## config.mk

```make
export PLATFORM = sky130hd
export DESIGN_NAME = cpp_declaration_recognizer_unit
export DESIGN_NICKNAME = d
export VERILOG_FILES = /design/src/rtl/cdr_pkg.sv /design/src/rtl/cdr_csr.sv /design/src/rtl/cdr_step.sv /design/src/rtl/cpp_declaration_recognizer_unit.sv
export SDC_FILE = /design/constraint.sdc
export NUM_CORES = 1
export LEC_CHECK = 0
export ABC_AREA = 0
export BUFFER_PORTS_ARGS = -buffer_cell sky130_fd_sc_hd__buf_4
export CAP_MARGIN = 20
export CORE_ASPECT_RATIO = 1.25
export CORE_MARGIN = 1
export CORE_UTILIZATION = 25
export CTS_CLUSTER_DIAMETER = 150
export DETAILED_ROUTE_END_ITERATION = 16
export GPL_TIMING_DRIVEN = 0
export MAX_ROUTING_LAYER = met4
export PLACE_DENSITY_LB_ADDON = 0.3
export SLEW_MARGIN = 20
export SYNTH_ARGS = -nofsm -noshare
export SYNTH_HDL_FRONTEND = slang
export SYNTH_SLANG_ARGS = --single-unit
```

## constraint.sdc

```tcl
create_clock -name clock -period 11.85 [get_ports clock]
set_clock_uncertainty 0.1 [all_clocks]
set_input_delay 0 -clock clock [delete_from_list [all_inputs] [get_ports clock]]
set_output_delay 0 -clock clock [all_outputs]
set_load 0.02 [all_outputs]
```

## src/rtl/cdr_pkg.sv

```systemverilog
// ---------------------------------------------------------------------------
// cdr_pkg: shared types and constants of the declaration recognizer
// Payload structs, parse phases, register indexes and byte class helpers.
// ---------------------------------------------------------------------------
`default_nettype none

package cdr_pkg;

   localparam int LEN_W = 7;
   localparam logic [LEN_W-1:0] LEN_SAT = 7'd127;

   // Register indexes on the csr port
   localparam logic [1:0] CSR_MIN_FRAG_LEN = 2'd0;
   localparam logic [1:0] CSR_MAX_FRAG_LEN = 2'd1;
   localparam logic [1:0] CSR_MAX_TOK_LEN  = 2'd2;

   localparam logic [LEN_W-1:0] MIN_FRAG_LEN_RST = 7'd6;
   localparam logic [LEN_W-1:0] MAX_FRAG_LEN_RST = 7'd96;
   localparam logic [LEN_W-1:0] MAX_TOK_LEN_RST  = 7'd64;

   localparam logic [6:0] CONF_ONE_MARK  = 7'd82;
   localparam logic [6:0] CONF_TWO_MARKS = 7'd88;

   localparam logic [7:0] CH_TAB    = 8'h09;
   localparam logic [7:0] CH_LF     = 8'h0A;
   localparam logic [7:0] CH_CR     = 8'h0D;
   localparam logic [7:0] CH_SPACE  = 8'h20;
   localparam logic [7:0] CH_AMP    = 8'h26;
   localparam logic [7:0] CH_STAR   = 8'h2A;
   localparam logic [7:0] CH_DASH   = 8'h2D;
   localparam logic [7:0] CH_COLON  = 8'h3A;
   localparam logic [7:0] CH_LT     = 8'h3C;
   localparam logic [7:0] CH_EQ     = 8'h3D;
   localparam logic [7:0] CH_GT     = 8'h3E;
   localparam logic [7:0] CH_UNDER  = 8'h5F;

   typedef enum logic [2:0] {
      PH_LEAD,
      PH_TYPE,
      PH_SEP,
      PH_MARKS,
      PH_GAP,
      PH_IDENT,
      PH_TRAIL
   } cdr_phase_type;

   typedef struct packed {
      logic [7:0] ch;
      logic       last;
   } cdr_req_type;

   typedef struct packed {
      logic       is_declaration;
      logic [1:0] pointer_level;
      logic [6:0] confidence_percent;
   } cdr_rsp_type;

   typedef struct packed {
      logic [LEN_W-1:0] min_fragment_length;
      logic [LEN_W-1:0] max_fragment_length;
      logic [LEN_W-1:0] max_token_length;
   } cdr_cfg_type;

   typedef struct packed {
      cdr_phase_type    phase;
      logic [LEN_W-1:0] trimmed_length;
      logic [LEN_W-1:0] trailing_blank_run;
      logic [LEN_W-1:0] token_length;
      logic [1:0]       mark_count;
      logic             saw_letter;
      logic [7:0]       previous_byte;
      logic             rejected;
   } cdr_state_type;

   localparam cdr_state_type STATE_RST = '{
      phase:              PH_LEAD,
      trimmed_length:     '0,
      trailing_blank_run: '0,
      token_length:       '0,
      mark_count:         '0,
      saw_letter:         1'b0,
      previous_byte:      '0,
      rejected:           1'b0
   };

   function automatic logic is_trim_blank(input logic [7:0] c);
      return (c == CH_SPACE) || (c >= CH_TAB && c <= CH_CR);
   endfunction

   function automatic logic is_sep_blank(input logic [7:0] c);
      return (c == CH_SPACE) || (c == CH_TAB) || (c == CH_LF) || (c == CH_CR);
   endfunction

   function automatic logic is_letter(input logic [7:0] c);
      return (c >= 8'h41 && c <= 8'h5A) || (c >= 8'h61 && c <= 8'h7A);
   endfunction

   function automatic logic is_digit(input logic [7:0] c);
      return (c >= 8'h30 && c <= 8'h39);
   endfunction

   function automatic logic is_mark(input logic [7:0] c);
      return (c == CH_AMP) || (c == CH_STAR);
   endfunction

   function automatic logic is_ident_start(input logic [7:0] c);
      return is_letter(c) || (c == CH_UNDER);
   endfunction

   function automatic logic is_ident_char(input logic [7:0] c);
      return is_ident_start(c) || is_digit(c);
   endfunction

   // { } [ ] ( ) ; = ,
   function automatic logic is_forbidden(input logic [7:0] c);
      return (c == 8'h7B) || (c == 8'h7D) || (c == 8'h5B) || (c == 8'h5D) ||
             (c == 8'h28) || (c == 8'h29) || (c == 8'h3B) || (c == CH_EQ) ||
             (c == 8'h2C);
   endfunction

   function automatic logic [LEN_W-1:0] sat_inc(input logic [LEN_W-1:0] a);
      return (a == LEN_SAT) ? LEN_SAT : a + 7'd1;
   endfunction

   function automatic logic [LEN_W-1:0] sat_sum(input logic [LEN_W-1:0] a,
                                                input logic [LEN_W-1:0] b);
      logic [LEN_W:0] s;
      s = {1'b0, a} + {1'b0, b};
      return s[LEN_W] ? LEN_SAT : s[LEN_W-1:0];
   endfunction

endpackage

`default_nettype wire

```

## src/rtl/cdr_csr.sv

```systemverilog
// ---------------------------------------------------------------------------
// cdr_csr: configuration registers
// Holds the fragment and token length limits; writes to unused indexes drop.
// ---------------------------------------------------------------------------
`default_nettype none

module cdr_csr (
   input  wire logic                      clock,
   input  wire logic                      reset,
   input  wire logic                      csr_valid,
   output logic                           csr_ready,
   input  wire logic [1:0]                csr_index,
   input  wire logic [cdr_pkg::LEN_W-1:0] csr_data,
   output cdr_pkg::cdr_cfg_type           cfg
);

   cdr_pkg::cdr_cfg_type cfg_ff, cfg_in;

   assign csr_ready = 1'b1;
   assign cfg       = cfg_ff;

   always_comb begin
      cfg_in = cfg_ff;
      if (csr_valid) begin
         unique case (csr_index)
            cdr_pkg::CSR_MIN_FRAG_LEN: cfg_in.min_fragment_length = csr_data;
            cdr_pkg::CSR_MAX_FRAG_LEN: cfg_in.max_fragment_length = csr_data;
            cdr_pkg::CSR_MAX_TOK_LEN:  cfg_in.max_token_length    = csr_data;
            default:                   cfg_in = cfg_ff;
         endcase
      end
   end

   always_ff @(posedge clock) begin
      if (reset) begin
         cfg_ff.min_fragment_length <= cdr_pkg::MIN_FRAG_LEN_RST;
         cfg_ff.max_fragment_length <= cdr_pkg::MAX_FRAG_LEN_RST;
         cfg_ff.max_token_length    <= cdr_pkg::MAX_TOK_LEN_RST;
      end else begin
         cfg_ff <= cfg_in;
      end
   end

endmodule

`default_nettype wire

```

## src/rtl/cdr_step.sv

```systemverilog
// ---------------------------------------------------------------------------
// cdr_step: per-byte next-state and verdict logic
// Advances the parse phase, running lengths and reject flag for one byte.
// ---------------------------------------------------------------------------
`default_nettype none

module cdr_step (
   input  wire cdr_pkg::cdr_state_type state,
   input  wire cdr_pkg::cdr_cfg_type   cfg,
   input  wire cdr_pkg::cdr_req_type   req,
   output cdr_pkg::cdr_state_type      state_nxt,
   output cdr_pkg::cdr_rsp_type        rsp
);

   logic [7:0]                c;
   logic                      blank;
   logic                      grow;
   logic                      grow_from_zero;
   logic                      type_check;
   logic [cdr_pkg::LEN_W-1:0] tok_new;
   logic [cdr_pkg::LEN_W-1:0] run_inc;
   logic                      ok;
   cdr_pkg::cdr_state_type    nx;

   assign c     = req.ch;
   assign blank = cdr_pkg::is_trim_blank(c);

   always_comb begin
      nx             = state;
      grow           = 1'b0;
      grow_from_zero = 1'b0;
      type_check     = 1'b0;
      tok_new        = '0;
      run_inc        = cdr_pkg::sat_inc(state.trailing_blank_run);

      if (cdr_pkg::is_forbidden(c))
         nx.rejected = 1'b1;
      if ((state.previous_byte == cdr_pkg::CH_COLON && c == cdr_pkg::CH_COLON) ||
          (state.previous_byte == cdr_pkg::CH_DASH  && c == cdr_pkg::CH_GT) ||
          (state.previous_byte == cdr_pkg::CH_EQ    && c == cdr_pkg::CH_GT))
         nx.rejected = 1'b1;

      // Trim: blanks count only once a non-blank follows them
      if (state.phase != cdr_pkg::PH_LEAD || !blank) begin
         if (blank) begin
            nx.trailing_blank_run = run_inc;
         end else begin
            nx.trimmed_length     = cdr_pkg::sat_sum(state.trimmed_length, run_inc);
            nx.trailing_blank_run = '0;
         end
      end

      unique case (state.phase)
         cdr_pkg::PH_LEAD: begin
            if (!blank) begin
               nx.phase       = cdr_pkg::PH_TYPE;
               grow           = 1'b1;
               grow_from_zero = 1'b1;
               type_check     = 1'b1;
            end
         end
         cdr_pkg::PH_TYPE: begin
            if (cdr_pkg::is_sep_blank(c)) begin
               if (!state.saw_letter)
                  nx.rejected = 1'b1;
               nx.phase = cdr_pkg::PH_SEP;
            end else begin
               grow       = 1'b1;
               type_check = 1'b1;
            end
         end
         cdr_pkg::PH_SEP: begin
            if (cdr_pkg::is_mark(c)) begin
               nx.phase      = cdr_pkg::PH_MARKS;
               nx.mark_count = 2'd1;
            end else if (!cdr_pkg::is_sep_blank(c)) begin
               nx.rejected = 1'b1;
            end
         end
         cdr_pkg::PH_MARKS: begin
            if (cdr_pkg::is_mark(c)) begin
               if (state.mark_count >= 2'd2)
                  nx.rejected = 1'b1;
               else
                  nx.mark_count = state.mark_count + 2'd1;
            end else if (blank) begin
               nx.phase = cdr_pkg::PH_GAP;
            end else if (cdr_pkg::is_ident_start(c)) begin
               nx.phase       = cdr_pkg::PH_IDENT;
               grow           = 1'b1;
               grow_from_zero = 1'b1;
            end else begin
               nx.rejected = 1'b1;
            end
         end
         cdr_pkg::PH_GAP: begin
            if (!blank) begin
               if (cdr_pkg::is_ident_start(c)) begin
                  nx.phase       = cdr_pkg::PH_IDENT;
                  grow           = 1'b1;
                  grow_from_zero = 1'b1;
               end else begin
                  nx.rejected = 1'b1;
               end
            end
         end
         cdr_pkg::PH_IDENT: begin
            if (blank)
               nx.phase = cdr_pkg::PH_TRAIL;
            else if (cdr_pkg::is_ident_char(c))
               grow = 1'b1;
            else
               nx.rejected = 1'b1;
         end
         default: begin
            if (!blank)
               nx.rejected = 1'b1;
         end
      endcase

      if (type_check) begin
         if (cdr_pkg::is_letter(c))
            nx.saw_letter = 1'b1;
         else if (!(cdr_pkg::is_digit(c) || c == cdr_pkg::CH_UNDER ||
                    c == cdr_pkg::CH_COLON || c == cdr_pkg::CH_LT ||
                    c == cdr_pkg::CH_GT))
            nx.rejected = 1'b1;
      end

      if (grow) begin
         tok_new         = grow_from_zero ? 7'd1 : cdr_pkg::sat_inc(state.token_length);
         nx.token_length = tok_new;
         if (tok_new > cfg.max_token_length)
            nx.rejected = 1'b1;
      end

      nx.previous_byte = c;
   end

   assign ok = !nx.rejected &&
               (nx.phase == cdr_pkg::PH_IDENT || nx.phase == cdr_pkg::PH_TRAIL) &&
               (nx.trimmed_length >= cfg.min_fragment_length) &&
               (nx.trimmed_length <= cfg.max_fragment_length) &&
               (nx.mark_count >= 2'd1) && (nx.mark_count <= 2'd2);

   always_comb begin
      rsp.is_declaration     = ok;
      rsp.pointer_level      = ok ? nx.mark_count : 2'd0;
      rsp.confidence_percent = !ok ? 7'd0 :
                               (nx.mark_count == 2'd2) ? cdr_pkg::CONF_TWO_MARKS :
                                                         cdr_pkg::CONF_ONE_MARK;
   end

   // Start over after the final byte of a fragment
   assign state_nxt = req.last ? cdr_pkg::STATE_RST : nx;

endmodule

`default_nettype wire

```

## src/rtl/cpp_declaration_recognizer_unit.sv

```systemverilog
// ---------------------------------------------------------------------------
// cpp_declaration_recognizer_unit: streaming pointer/reference decl check
// Input register, one-byte parse step, result register.
// ---------------------------------------------------------------------------
// A final byte's verdict passes the input register and the result register to rsp_valid.
// Throughput: one byte per cycle while a final byte is not held by a full result register.
// Results appear only for bytes marked last; rsp_ready stalls back to req_ready.
// Reset (synchronous): clears parse state and both valid flags; limits return
// to 6, 96 and 64.
`default_nettype none

module cpp_declaration_recognizer_unit (
   input  wire logic                      clock,
   input  wire logic                      reset,
   input  wire logic                      req_valid,
   output logic                           req_ready,
   input  wire cdr_pkg::cdr_req_type      req_data,
   output logic                           rsp_valid,
   input  wire logic                      rsp_ready,
   output cdr_pkg::cdr_rsp_type           rsp_data,
   input  wire logic                      csr_valid,
   output logic                           csr_ready,
   input  wire logic [1:0]                csr_index,
   input  wire logic [cdr_pkg::LEN_W-1:0] csr_data
);

   cdr_pkg::cdr_cfg_type   cfg;
   cdr_pkg::cdr_req_type   in_ff;
   logic                   in_vld_ff;
   cdr_pkg::cdr_state_type state_ff, state_in;
   cdr_pkg::cdr_rsp_type   rsp_ff, rsp_in;
   logic                   rsp_vld_ff;
   logic                   out_free;
   logic                   advance;

   cdr_csr u_csr (
      .clock     (clock),
      .reset     (reset),
      .csr_valid (csr_valid),
      .csr_ready (csr_ready),
      .csr_index (csr_index),
      .csr_data  (csr_data),
      .cfg       (cfg)
   );

   cdr_step u_step (
      .state     (state_ff),
      .cfg       (cfg),
      .req       (in_ff),
      .state_nxt (state_in),
      .rsp       (rsp_in)
   );

   assign out_free  = !rsp_vld_ff || rsp_ready;
   // A non-final byte never needs the result register
   assign advance   = in_vld_ff && (!in_ff.last || out_free);
   assign req_ready = !in_vld_ff || advance;
   assign rsp_valid = rsp_vld_ff;
   assign rsp_data  = rsp_ff;

   always_ff @(posedge clock) begin
      if (reset) begin
         in_vld_ff  <= 1'b0;
         rsp_vld_ff <= 1'b0;
         state_ff   <= cdr_pkg::STATE_RST;
      end else begin
         if (req_ready)
            in_vld_ff <= req_valid;
         if (advance)
            state_ff <= state_in;
         if (advance && in_ff.last)
            rsp_vld_ff <= 1'b1;
         else if (rsp_ready)
            rsp_vld_ff <= 1'b0;
      end
   end

   always_ff @(posedge clock) begin
      if (req_ready && req_valid)
         in_ff <= req_data;
      if (advance && in_ff.last)
         rsp_ff <= rsp_in;
   end

   // Each final byte returns the parser to its starting point
   a_clear_after_last: assert property (@(posedge clock) disable iff (reset)
      advance && in_ff.last |=> state_ff.phase == cdr_pkg::PH_LEAD &&
                                state_ff.trimmed_length == '0 && !state_ff.rejected)
      else $error("parse state not cleared after final byte");

   // Hold a stalled byte in the input register
   a_in_hold: assert property (@(posedge clock) disable iff (reset)
      in_vld_ff && !advance |=> in_vld_ff && $stable(in_ff))
      else $error("stalled input byte lost or changed");

   a_marks_range: assert property (@(posedge clock) disable iff (reset)
      state_ff.mark_count != 2'd3)
      else $error("mark count out of range");

   a_verdict_level: assert property (@(posedge clock) disable iff (reset)
      rsp_vld_ff |-> rsp_ff.is_declaration == (rsp_ff.pointer_level != 2'd0))
      else $error("verdict and pointer level disagree");

   a_verdict_conf: assert property (@(posedge clock) disable iff (reset)
      rsp_vld_ff |-> (rsp_ff.is_declaration && rsp_ff.pointer_level == 2'd1 &&
                      rsp_ff.confidence_percent == cdr_pkg::CONF_ONE_MARK) ||
                     (rsp_ff.is_declaration && rsp_ff.pointer_level == 2'd2 &&
                      rsp_ff.confidence_percent == cdr_pkg::CONF_TWO_MARKS) ||
                     (!rsp_ff.is_declaration && rsp_ff.confidence_percent == 7'd0))
      else $error("confidence does not match verdict");

endmodule

`default_nettype wire

```

==> results of run 1 <==
sequential cells by signal, summed over array words and instances (netlist names):
| register | flops |
|---|---|
| in_ff | 9 |
| rsp_valid | 1 |
| state_ff | 36 |
| rsp_data | 6 |
| in_vld_ff | 1 |
| u_csr.cfg | 21 |
power breakdown:
group          internal [µW]  total [µW]  switching, µW
registers                264         268           4.93
clock network            141         247            106
logic                   27.2        64.2           36.9
metal layers:
metal  routed length, µm  track usage (%)  up-vias  share of wire, %
li1                    -                -     1948                 -
met1                5210             16.5     1804                46
met2                5540             22.5       68                49
met3                 415             2.64       16               3.7
met4                 190             5.49        0               1.7
met5                   0                -        -                 0
cells in the mapped netlist, types with 7 or more instances:
library cell	instances	area, µm²
nand2b_1	11	68.8
mux2i_1	14	140
nor3_1	10	50.1
ha_1	32	400
nand3_1	17	85.1
a21oi_1	42	210
a22oi_1	9	67.6
clkbuf_1	20	75.1
o21ai_0	9	45.0
edfxtp_1	15	450
and3_1	7	43.8
nor2_1	57	214
inv_1	30	113
dfxtp_1	59	1180
nand3b_1	11	82.6
xnor2_1	8	70.1
nand2_1	40	150
a22o_1	7	61.3
xor2_1	7	61.3
how the worst max path moves through the flow:
stage / startpoint / endpoint / slack (ns) / cells after the start
2_1_floorplan: state_ff[19]$_SDFFE_PP0P_ / rsp_data[4]$_SDFFCE_PN0P_ / 7.74 / 19
3_5_place_dp: state_ff[19]$_SDFFE_PP0P_ / rsp_data[9]$_DFFE_PP_ / 7.00 / 19
6_report: state_ff[19]$_SDFFE_PP0P_ / rsp_data[4]$_SDFFCE_PN0P_ / 6.95 / 19
4_1_cts: state_ff[19]$_SDFFE_PP0P_ / rsp_data[4]$_SDFFCE_PN0P_ / 6.95 / 19
5_1_grt: state_ff[19]$_SDFFE_PP0P_ / rsp_data[4]$_SDFFCE_PN0P_ / 6.51 / 19
3_3_place_gp: state_ff[19]$_SDFFE_PP0P_ / rsp_data[4]$_SDFFCE_PN0P_ / 7.03 / 19
stage by stage:
step | area [µm²] | instances | hold slack [ns] | power (µW)
2_1_floorplan | 4440 | 512 | -0.00113 | 312
3_3_place_gp | 4940 | 766 | 0.0817 | 331
3_5_place_dp | 4940 | 766 | 0.0803 | 332
4_1_cts | 5410 | 802 | 0.0208 | 586
5_1_grt | 5410 | 802 | 0.0572 | 604
6_report | 5410 | 802 | 0.00513 | 579
worst max-delay path, stage by stage, from the launching register on:
cell and delay, ns:
dfxtp_1 0.34, ha_1 0.23, and3_1 0.22, and3_1 0.20, nand2_1 0.18, nand2b_1 0.17
ha_1 0.31, a21o_1 0.16, a21oi_1 0.27, o21ai_0 0.14, a311o_1 0.43, o22a_1 0.26
ha_1 0.31, o21ai_0 0.14, a21oi_1 0.06, nor3_1 0.15, nor2_1 0.07, nor3_1 0.18
o221ai_1 0.32, nor4_1 0.44
area by class of cell:
type	count	area [µm²]
Sequential cell	74	1630
Tap cell	224	280
Multi-Input combinational cell	378	2540
Clock inverter	4	28.8
Clock buffer	11	233
Fill cell	1797	12000
Inverter	30	113
Buffer	30	146
Timing Repair Buffer	51	435
kinds of logic (layout without fill, tap and decap cells):
family          count (synthesis)  after routing  share of synthesized area [%]
simple gates                  194            194                           23.1
compound gates                116            116                           17.8
flops                          74             74                           36.8
buf+inv                        60            126                           5.85
fa+ha+maj                      34             34                           9.75
xor+xnor                       16             16                           3.33
mux                            14             14                           3.16
other cells                     2              4                          0.170
layout by cell type (no fill, tap or decap), types with 5 or more instances in the layout:
| cell | count |
|---|---|
| dfxtp_1 | 59 |
| nor2_1 | 57 |
| a21oi_1 | 42 |
| nand2_1 | 40 |
| buf_4 | 36 |
| ha_1 | 32 |
| inv_1 | 30 |
| clkbuf_1 | 22 |
| dlygate4sd3_1 | 21 |
| nand3_1 | 17 |
| edfxtp_1 | 15 |
| mux2i_1 | 14 |
| nand3b_1 | 11 |
| nand2b_1 | 11 |
| nor3_1 | 10 |
| o21ai_0 | 9 |
| a22oi_1 | 9 |
| clkbuf_16 | 9 |
| xnor2_1 | 8 |
| and3_1 | 7 |
| xor2_1 | 7 |
| a22o_1 | 7 |
| o22a_1 | 6 |
| nor2b_1 | 5 |
| or3_1 | 5 |
| nand4_1 | 5 |
==> key figures, run 1 <==
Final layout
  – Fin nets: 630
  – Antenna diodes: 0
  – Share of layout cells above drive strength 1: 10.9%
  – Area grow syn2layout: 22.2%
  – Final Util: 31.2%

Die
  – Die width: 121 µm
  – Row count: 54
  – Die Y: 151 µm
  – Ports: 36
  – Die area: 18,300 µm²
  – CORE AREA: 17,400 µm²
  – Initial Util: 25.5%

GRT
  – Largest net degree at the start of global routing: 13
  – Gr usage total: 13.7%
  – First-pass GRT wire length: 18,800 µm
  – Vias in the first global route: 3,714
  – Total gr overflow: 0
  – Initial antenna violation count: 0

Min path
  – Min-delay src: reset
  – Hold Path Depth: 2
  – Hold WC Path Type: in -> reg
  – Min-Delay Endpoint: u_csr.cfg[12]$_SDFFE_PP1P_

Worst setup path
  – CP max FO: 7
  – Worst Path Arrival: 4.92 ns
  – Worst r2r dst: rsp_data[4]$_SDFFCE_PN0P_
  – R2r worst-path depth: 19
  – Setup CP Type: reg -> reg
  – R2R Setup Slk: 6.95 ns
  – Crit end category: flop
  – CP required: 11.87 ns
  – Critical path startpoint category: flop
  – Reg-to-reg startpoint: state_ff[19]$_SDFFE_PP0P_

STA
  – Pins Over Slew Limit: 0
  – Setup TNS: 0 ns
  – Fin. Hold Viols: 0
  – Worst-margin pin slew: 0.940 ns
  – Final worst slack: 6.95 ns
  – Fin crit share: 41.3%
  – FMAX: 204 MHz
  – Tmin final: 4.90 ns
  – RSZ-0062 raised after global routing: no
  – Setup Viol. Count Final: 0
  – Rel. slew slack: 37.0%

Route
  – Vias: 3,836
  – Routed WL: 11,400 µm
  – Antenna Nets Post-Route: 0
  – Initial DRC count: 219
  – Wire length per cell: 14.2 µm
  – Residual DRC: 0
  – Pre-antenna DRT Iters: 4
  – Avg Vias per Cell: 4.78

Clock tree
  – Hold_buf cts: 21
  – CTS tree: built
  – Clock latency on the worst-skew pair: 0.34 ns
  – Post-CTS Resized: 0
  – Reg clk slew, reported paths: 0.06 ns
  – CTS H-Tree Depth: 3
  – Num CTS Buffers: 9
  – Clk buf depth: 2
  – Postcts setup bufs: 0
  – Clock Root Buffer: clkbuf_16
  – CTS Sinks: 74

Synthesis
  – Netlist Area Pre-Place: 4430 µm²
  – Sequential share of the synthesized area: 36.8%
  – Synth Instances: 510
  – Post-synth EDFFs: 15
  – #FFs+latches synth: 74
  – YS warnings: 0
  – Post-Syn Area per Cell: 8.68 µm²
  – Synth async-reset ratio: 0%
  – Prevailing post-synth register cell: dfxtp_1
  – Library cells used by synthesis: 68

Placed design
  – Pre-CTS setup slack: 7.00 ns
  – PortBufs: 30
  – Detailed placer's ending HPWL: 8460 µm
  – Gp weighted congestion: 0.846

Power and ir drop
  – Leakage: 0.00222 µW
  – Power per cell area: 107 nW/µm²
  – Maximum vdd drop: 0.0668 mV

Run status
  – Status: completed

Run
  – Total of max-cap violations: 0
(Power assumes the default switching activity.)
==> run 2: changes to the inputs <==
- ABC_AREA: 0 -> 1
- clock period: 11.85 -> 4.7 ns (I/O delays scaled with it)
==> run 2 against run 1 <==
Effect of this change: fmax up 19%; first-iteration DRC count down 33%; clock power rose to 3.0 times the previous value; final area rose by 8.8%; worst hold slack better by 0.020 ns; wire length increased by 7.3%; sequential share of layout area is 2.4 points lower; count of clock-buffer cells in the layout is 1 higher; highest routed layer unchanged; combinational power rose to 2.9 times the previous value; core utilization rose by 0.20 points; largest cell class unchanged.
==> key figures, run 2 <==
Run status
  – Status: completed

Synthesis
  – Yosys top cell by area: dfxtp_1
  – Prevailing post-synth register cell: dfxtp_1
  – Most common cell in the netlist: nand2_1
  – Netlist Area Pre-Place: 4780 µm² (+8.0%)
  – YS warnings: 0 (unchanged)
  – Synth Instances: 677 (+33%)
  – Sequential share of the synthesized area: 34.1% (-2.7 points)
  – Library cells used by synthesis: 44 (-35%)
  – Post-synth top area share: 24.7% (-2.0 points)
  – Post-Syn Area per Cell: 7.06 µm² (-19%)
  – Commonest cells in the netlist: 160 x nand2_1, 83 x inv_1, 71 x a21oi_1
  – Post-synth EDFFs: 15 (unchanged)
  – Synth async-reset ratio: 0% (unchanged)
  – #FFs+latches synth: 74 (unchanged)
  – Ranking of synthesized cells by area: dfxtp_1 25%, nand2_1 13%, edfxtp_1 9.4%, ha_1 8.4%, a21oi_1 7.4%

Worst setup path
  – Crit path max-delay family: simple AND/OR/NAND/NOR gates
  – CP Buf/Inv Count: 5 (+5)
  – Crit end category: flop
  – CP peak stage delay: 0.37 ns (-0.07 ns)
  – Critical Path Source: state_ff[19]$_SDFFE_PP0P_
  – Worst r2r dst: rsp_data[4]$_SDFFCE_PN0P_
  – Setup CP Type: reg -> reg
  – Setup crit end: rsp_data[4]$_SDFFCE_PN0P_
  – CP max FO: 7 (unchanged)
  – Cell repeated most along the worst path: nand2_1
  – CP max stage cell: dfxtp_1
  – Critical path startpoint category: flop
  – R2R Setup Slk: 0.57 ns (-6.38 ns)
  – R2r worst-path depth: 28 (+9)
  – Worst Path Arrival: 4.12 ns (-0.80 ns)
  – Reg-to-reg startpoint: state_ff[19]$_SDFFE_PP0P_
  – Crit path depth: 28 (+9)
  – CP required: 4.69 ns (-7.18 ns)

Die
  – CORE AREA: 18,800 µm² (+8.1%)
  – Row count: 56 (+3.7%)
  – Ports: 36 (unchanged)
  – Initial Util: 25.5% (-0.034 points)
  – Die area: 19,700 µm² (+7.9%)
  – Die width: 126 µm (+3.9%)
  – Die Y: 157 µm (+3.9%)

Placed design
  – Inst Count DP: 941 (+23%)
  – Gp weighted congestion: 0.833 (-1.5%)
  – Pre-CTS setup slack: 0.543 ns (-6.46 ns)
  – PortBufs: 30 (unchanged)
  – Detailed placer's ending HPWL: 9450 µm (+12%)

GRT
  – Total gr overflow: 0 (unchanged)
  – Gr usage total: 13.6% (-0.16 points)
  – Largest net degree at the start of global routing: 14 (+1)
  – Initial antenna violation count: 0 (unchanged)
  – First-pass GRT wire length: 20,300 µm (+7.8%)
  – Vias in the first global route: 4,210 (+13%)

STA
  – Worst Hold Slack: 0.0252 ns (+0.0200 ns)
  – Rel. slew slack: 57.1% (+20 points)
  – Final worst slack: 0.572 ns (-6.38 ns)
  – Fin crit share: 87.8% (+46 points)
  – Pins Over Slew Limit: 0 (unchanged)
  – Worst-margin pin slew: 0.643 ns (-0.297 ns)
  – RSZ-0062 raised after global routing: no
  – Tmin final: 4.13 ns (-0.770 ns)
  – FMAX: 242 MHz (+19%)
  – Fin. Hold Viols: 0 (unchanged)
  – Setup Viol. Count Final: 0 (unchanged)
  – Setup TNS: 0 ns (unchanged)

Run
  – Total of max-cap violations: 0 (unchanged)

Final layout
  – Fin nets: 802 (+27%)
  – Most common cell after layout, fill and taps aside: nand2_1
  – Storage cell area: 1630 µm² (unchanged)
  – Max FFs per register: 36 (unchanged)
  – Most frequent cells in the layout: 160 x nand2_1, 83 x inv_1, 71 x a21oi_1, 70 x nor2_1, 59 x dfxtp_1
  – Antenna diodes: 0 (unchanged)
  – Multi-input logic area: 2660 µm² (+4.5%)
  – Final Util: 31.4% (+0.20 points)
  – Final non-filler cell total: 983 (+23%)
  – Share of layout cells above drive strength 1: 15.0% (+4.1 points)
  – # fillers: 2,047 (+14%)
  – Area grow syn2layout: 23.2%
  – Reg with most FFs: state_ff

Route
  – Initial DRC count: 147 (-33%)
  – Routed WL: 12,200 µm (+7.3%)
  – Residual DRC: 0 (unchanged)
  – Pre-antenna DRT Iters: 4 (unchanged)
  – Vias: 4,364 (+14%)
  – Wire length per cell: 12.4 µm (-12%)
  – Antenna Nets Post-Route: 0 (unchanged)
  – Avg Vias per Cell: 4.44 (-7.2%)

Clock tree
  – Reg clk slew, reported paths: 0.06 ns (about the same)
  – CTS tree: built
  – Num CTS Buffers: 9 (unchanged)
  – Clock Root Buffer: clkbuf_16
  – Clock latency on the worst-skew pair: 0.34 ns (about the same)
  – CTS H-Tree Depth: 3 (unchanged)
  – CTS Sinks: 74 (unchanged)
  – Clk buf depth: 2 (unchanged)

Power and ir drop
  – Leakage: 0.00257 µW (+16%)
  – Cell-internal power: 1200 µW (+180%)
  – Power share of the clock group: 46.2% (+3.6 points)
  – Power per cell area: 273 nW/µm² (+160%)
  – Logic gate share of total power: 11.5% (+0.4 points)
  – Sequential share of power: 42.2% (-4.1 points)
  – Switching power: 406 µW (+170%)
  – Switch share: 25.2% (-0.28 points)
  – Maximum vdd drop: 0.176 mV (+160%)

Min path
  – Hold WC Path Type: in -> reg
## run 2: layout make-up
class | instances | share of cell area (%)
plain buffers | 23 | 2.46
clock buffers | 12 | 4.55
clock inverters | 4 | 0.913
inverters | 95 | 6.10
multi-input cells | 487 | 45.2
flip-flops and latches | 74 | 27.7
well taps | 232 | 4.93
repair buffers | 56 | 8.20
## run 2: how the worst min path moves through the flow
stage / from / endpoint / slack (ns) / cells past startpoint
final: csr_valid / u_csr.cfg[0]$_SDFFE_PP0P_ / 0.03 / 5
after global routing: csr_index[1] / u_csr.cfg[0]$_SDFFE_PP0P_ / 0.06 / 5
after CTS: csr_valid / u_csr.cfg[0]$_SDFFE_PP0P_ / 0.02 / 5
after detailed placement: req_data[8] / in_ff[8]$_DFFE_PP_ / 0.08 / 1
after global placement: req_data[2] / in_ff[2]$_DFFE_PP_ / 0.08 / 1
after floorplan: req_data[0] / in_ff[0]$_DFFE_PP_ / -0.001 / 0
## run 2: repair_timing
action | in CTS | in global routing
setup buffers | 0 | 1
setup endpoints to repair | 0 | 4
hold buffers | 25 | 0
endpoints found under the hold margin | 31 | 0
gates resized for setup | 0 | 1
## run 2: power groups by stage
| stage | combinational [µW] | sequential [µW] | clock, µW |
|---|---|---|---|
| 2_1_floorplan | 117 | 692 | 0 |
| 3_3_place_gp | 170 | 694 | 0 |
| 3_5_place_dp | 171 | 694 | 0 |
| 4_1_cts | 187 | 680 | 773 |
| 5_1_grt | 208 | 682 | 800 |
| 6_report | 186 | 680 | 745 |
## run 2: worst register-to-register path, delay by kind of cell, from the launching register on
family / cells / cell delay (ns)
AOI/OAI and AO/OA: 6 / 0.82
adders and majority gates: 3 / 0.84
buffers and inverters: 5 / 0.50
DFF: 1 / 0.37
and+or+nand+nor: 14 / 1.24
## run 2: cells by family (layout without fill, tap and decap cells)
| logic type | count (synthesis) | after routing | share of synthesized area [%] |
|---|---|---|---|
| simple gates | 319 | 319 | 30.7 |
| compound gates | 128 | 128 | 15.2 |
| buf+inv | 118 | 190 | 10.5 |
| flops | 74 | 74 | 34.1 |
| fa+ha+maj | 33 | 33 | 8.79 |
| xor+xnor | 3 | 3 | 0.550 |
| other cells | 2 | 4 | 0.157 |
## run 2: stage by stage
| step | power (µW) | cell area (µm²) |
|---|---|---|
| after floorplan | 809 | 4790 |
| after global placement | 865 | 5310 |
| after detailed placement | 865 | 5310 |
| after CTS | 1640 | 5880 |
| after global routing | 1690 | 5890 |
| final | 1610 | 5890 |
## run 2: metal layers
layer	wire length, µm	vias to the layer above	global-route usage (%)
met4	212	0	6.04
met2	6340	51	24.9
met5	0	-	-
met1	5360	1961	14.3
li1	-	2342	-
met3	278	10	2.09
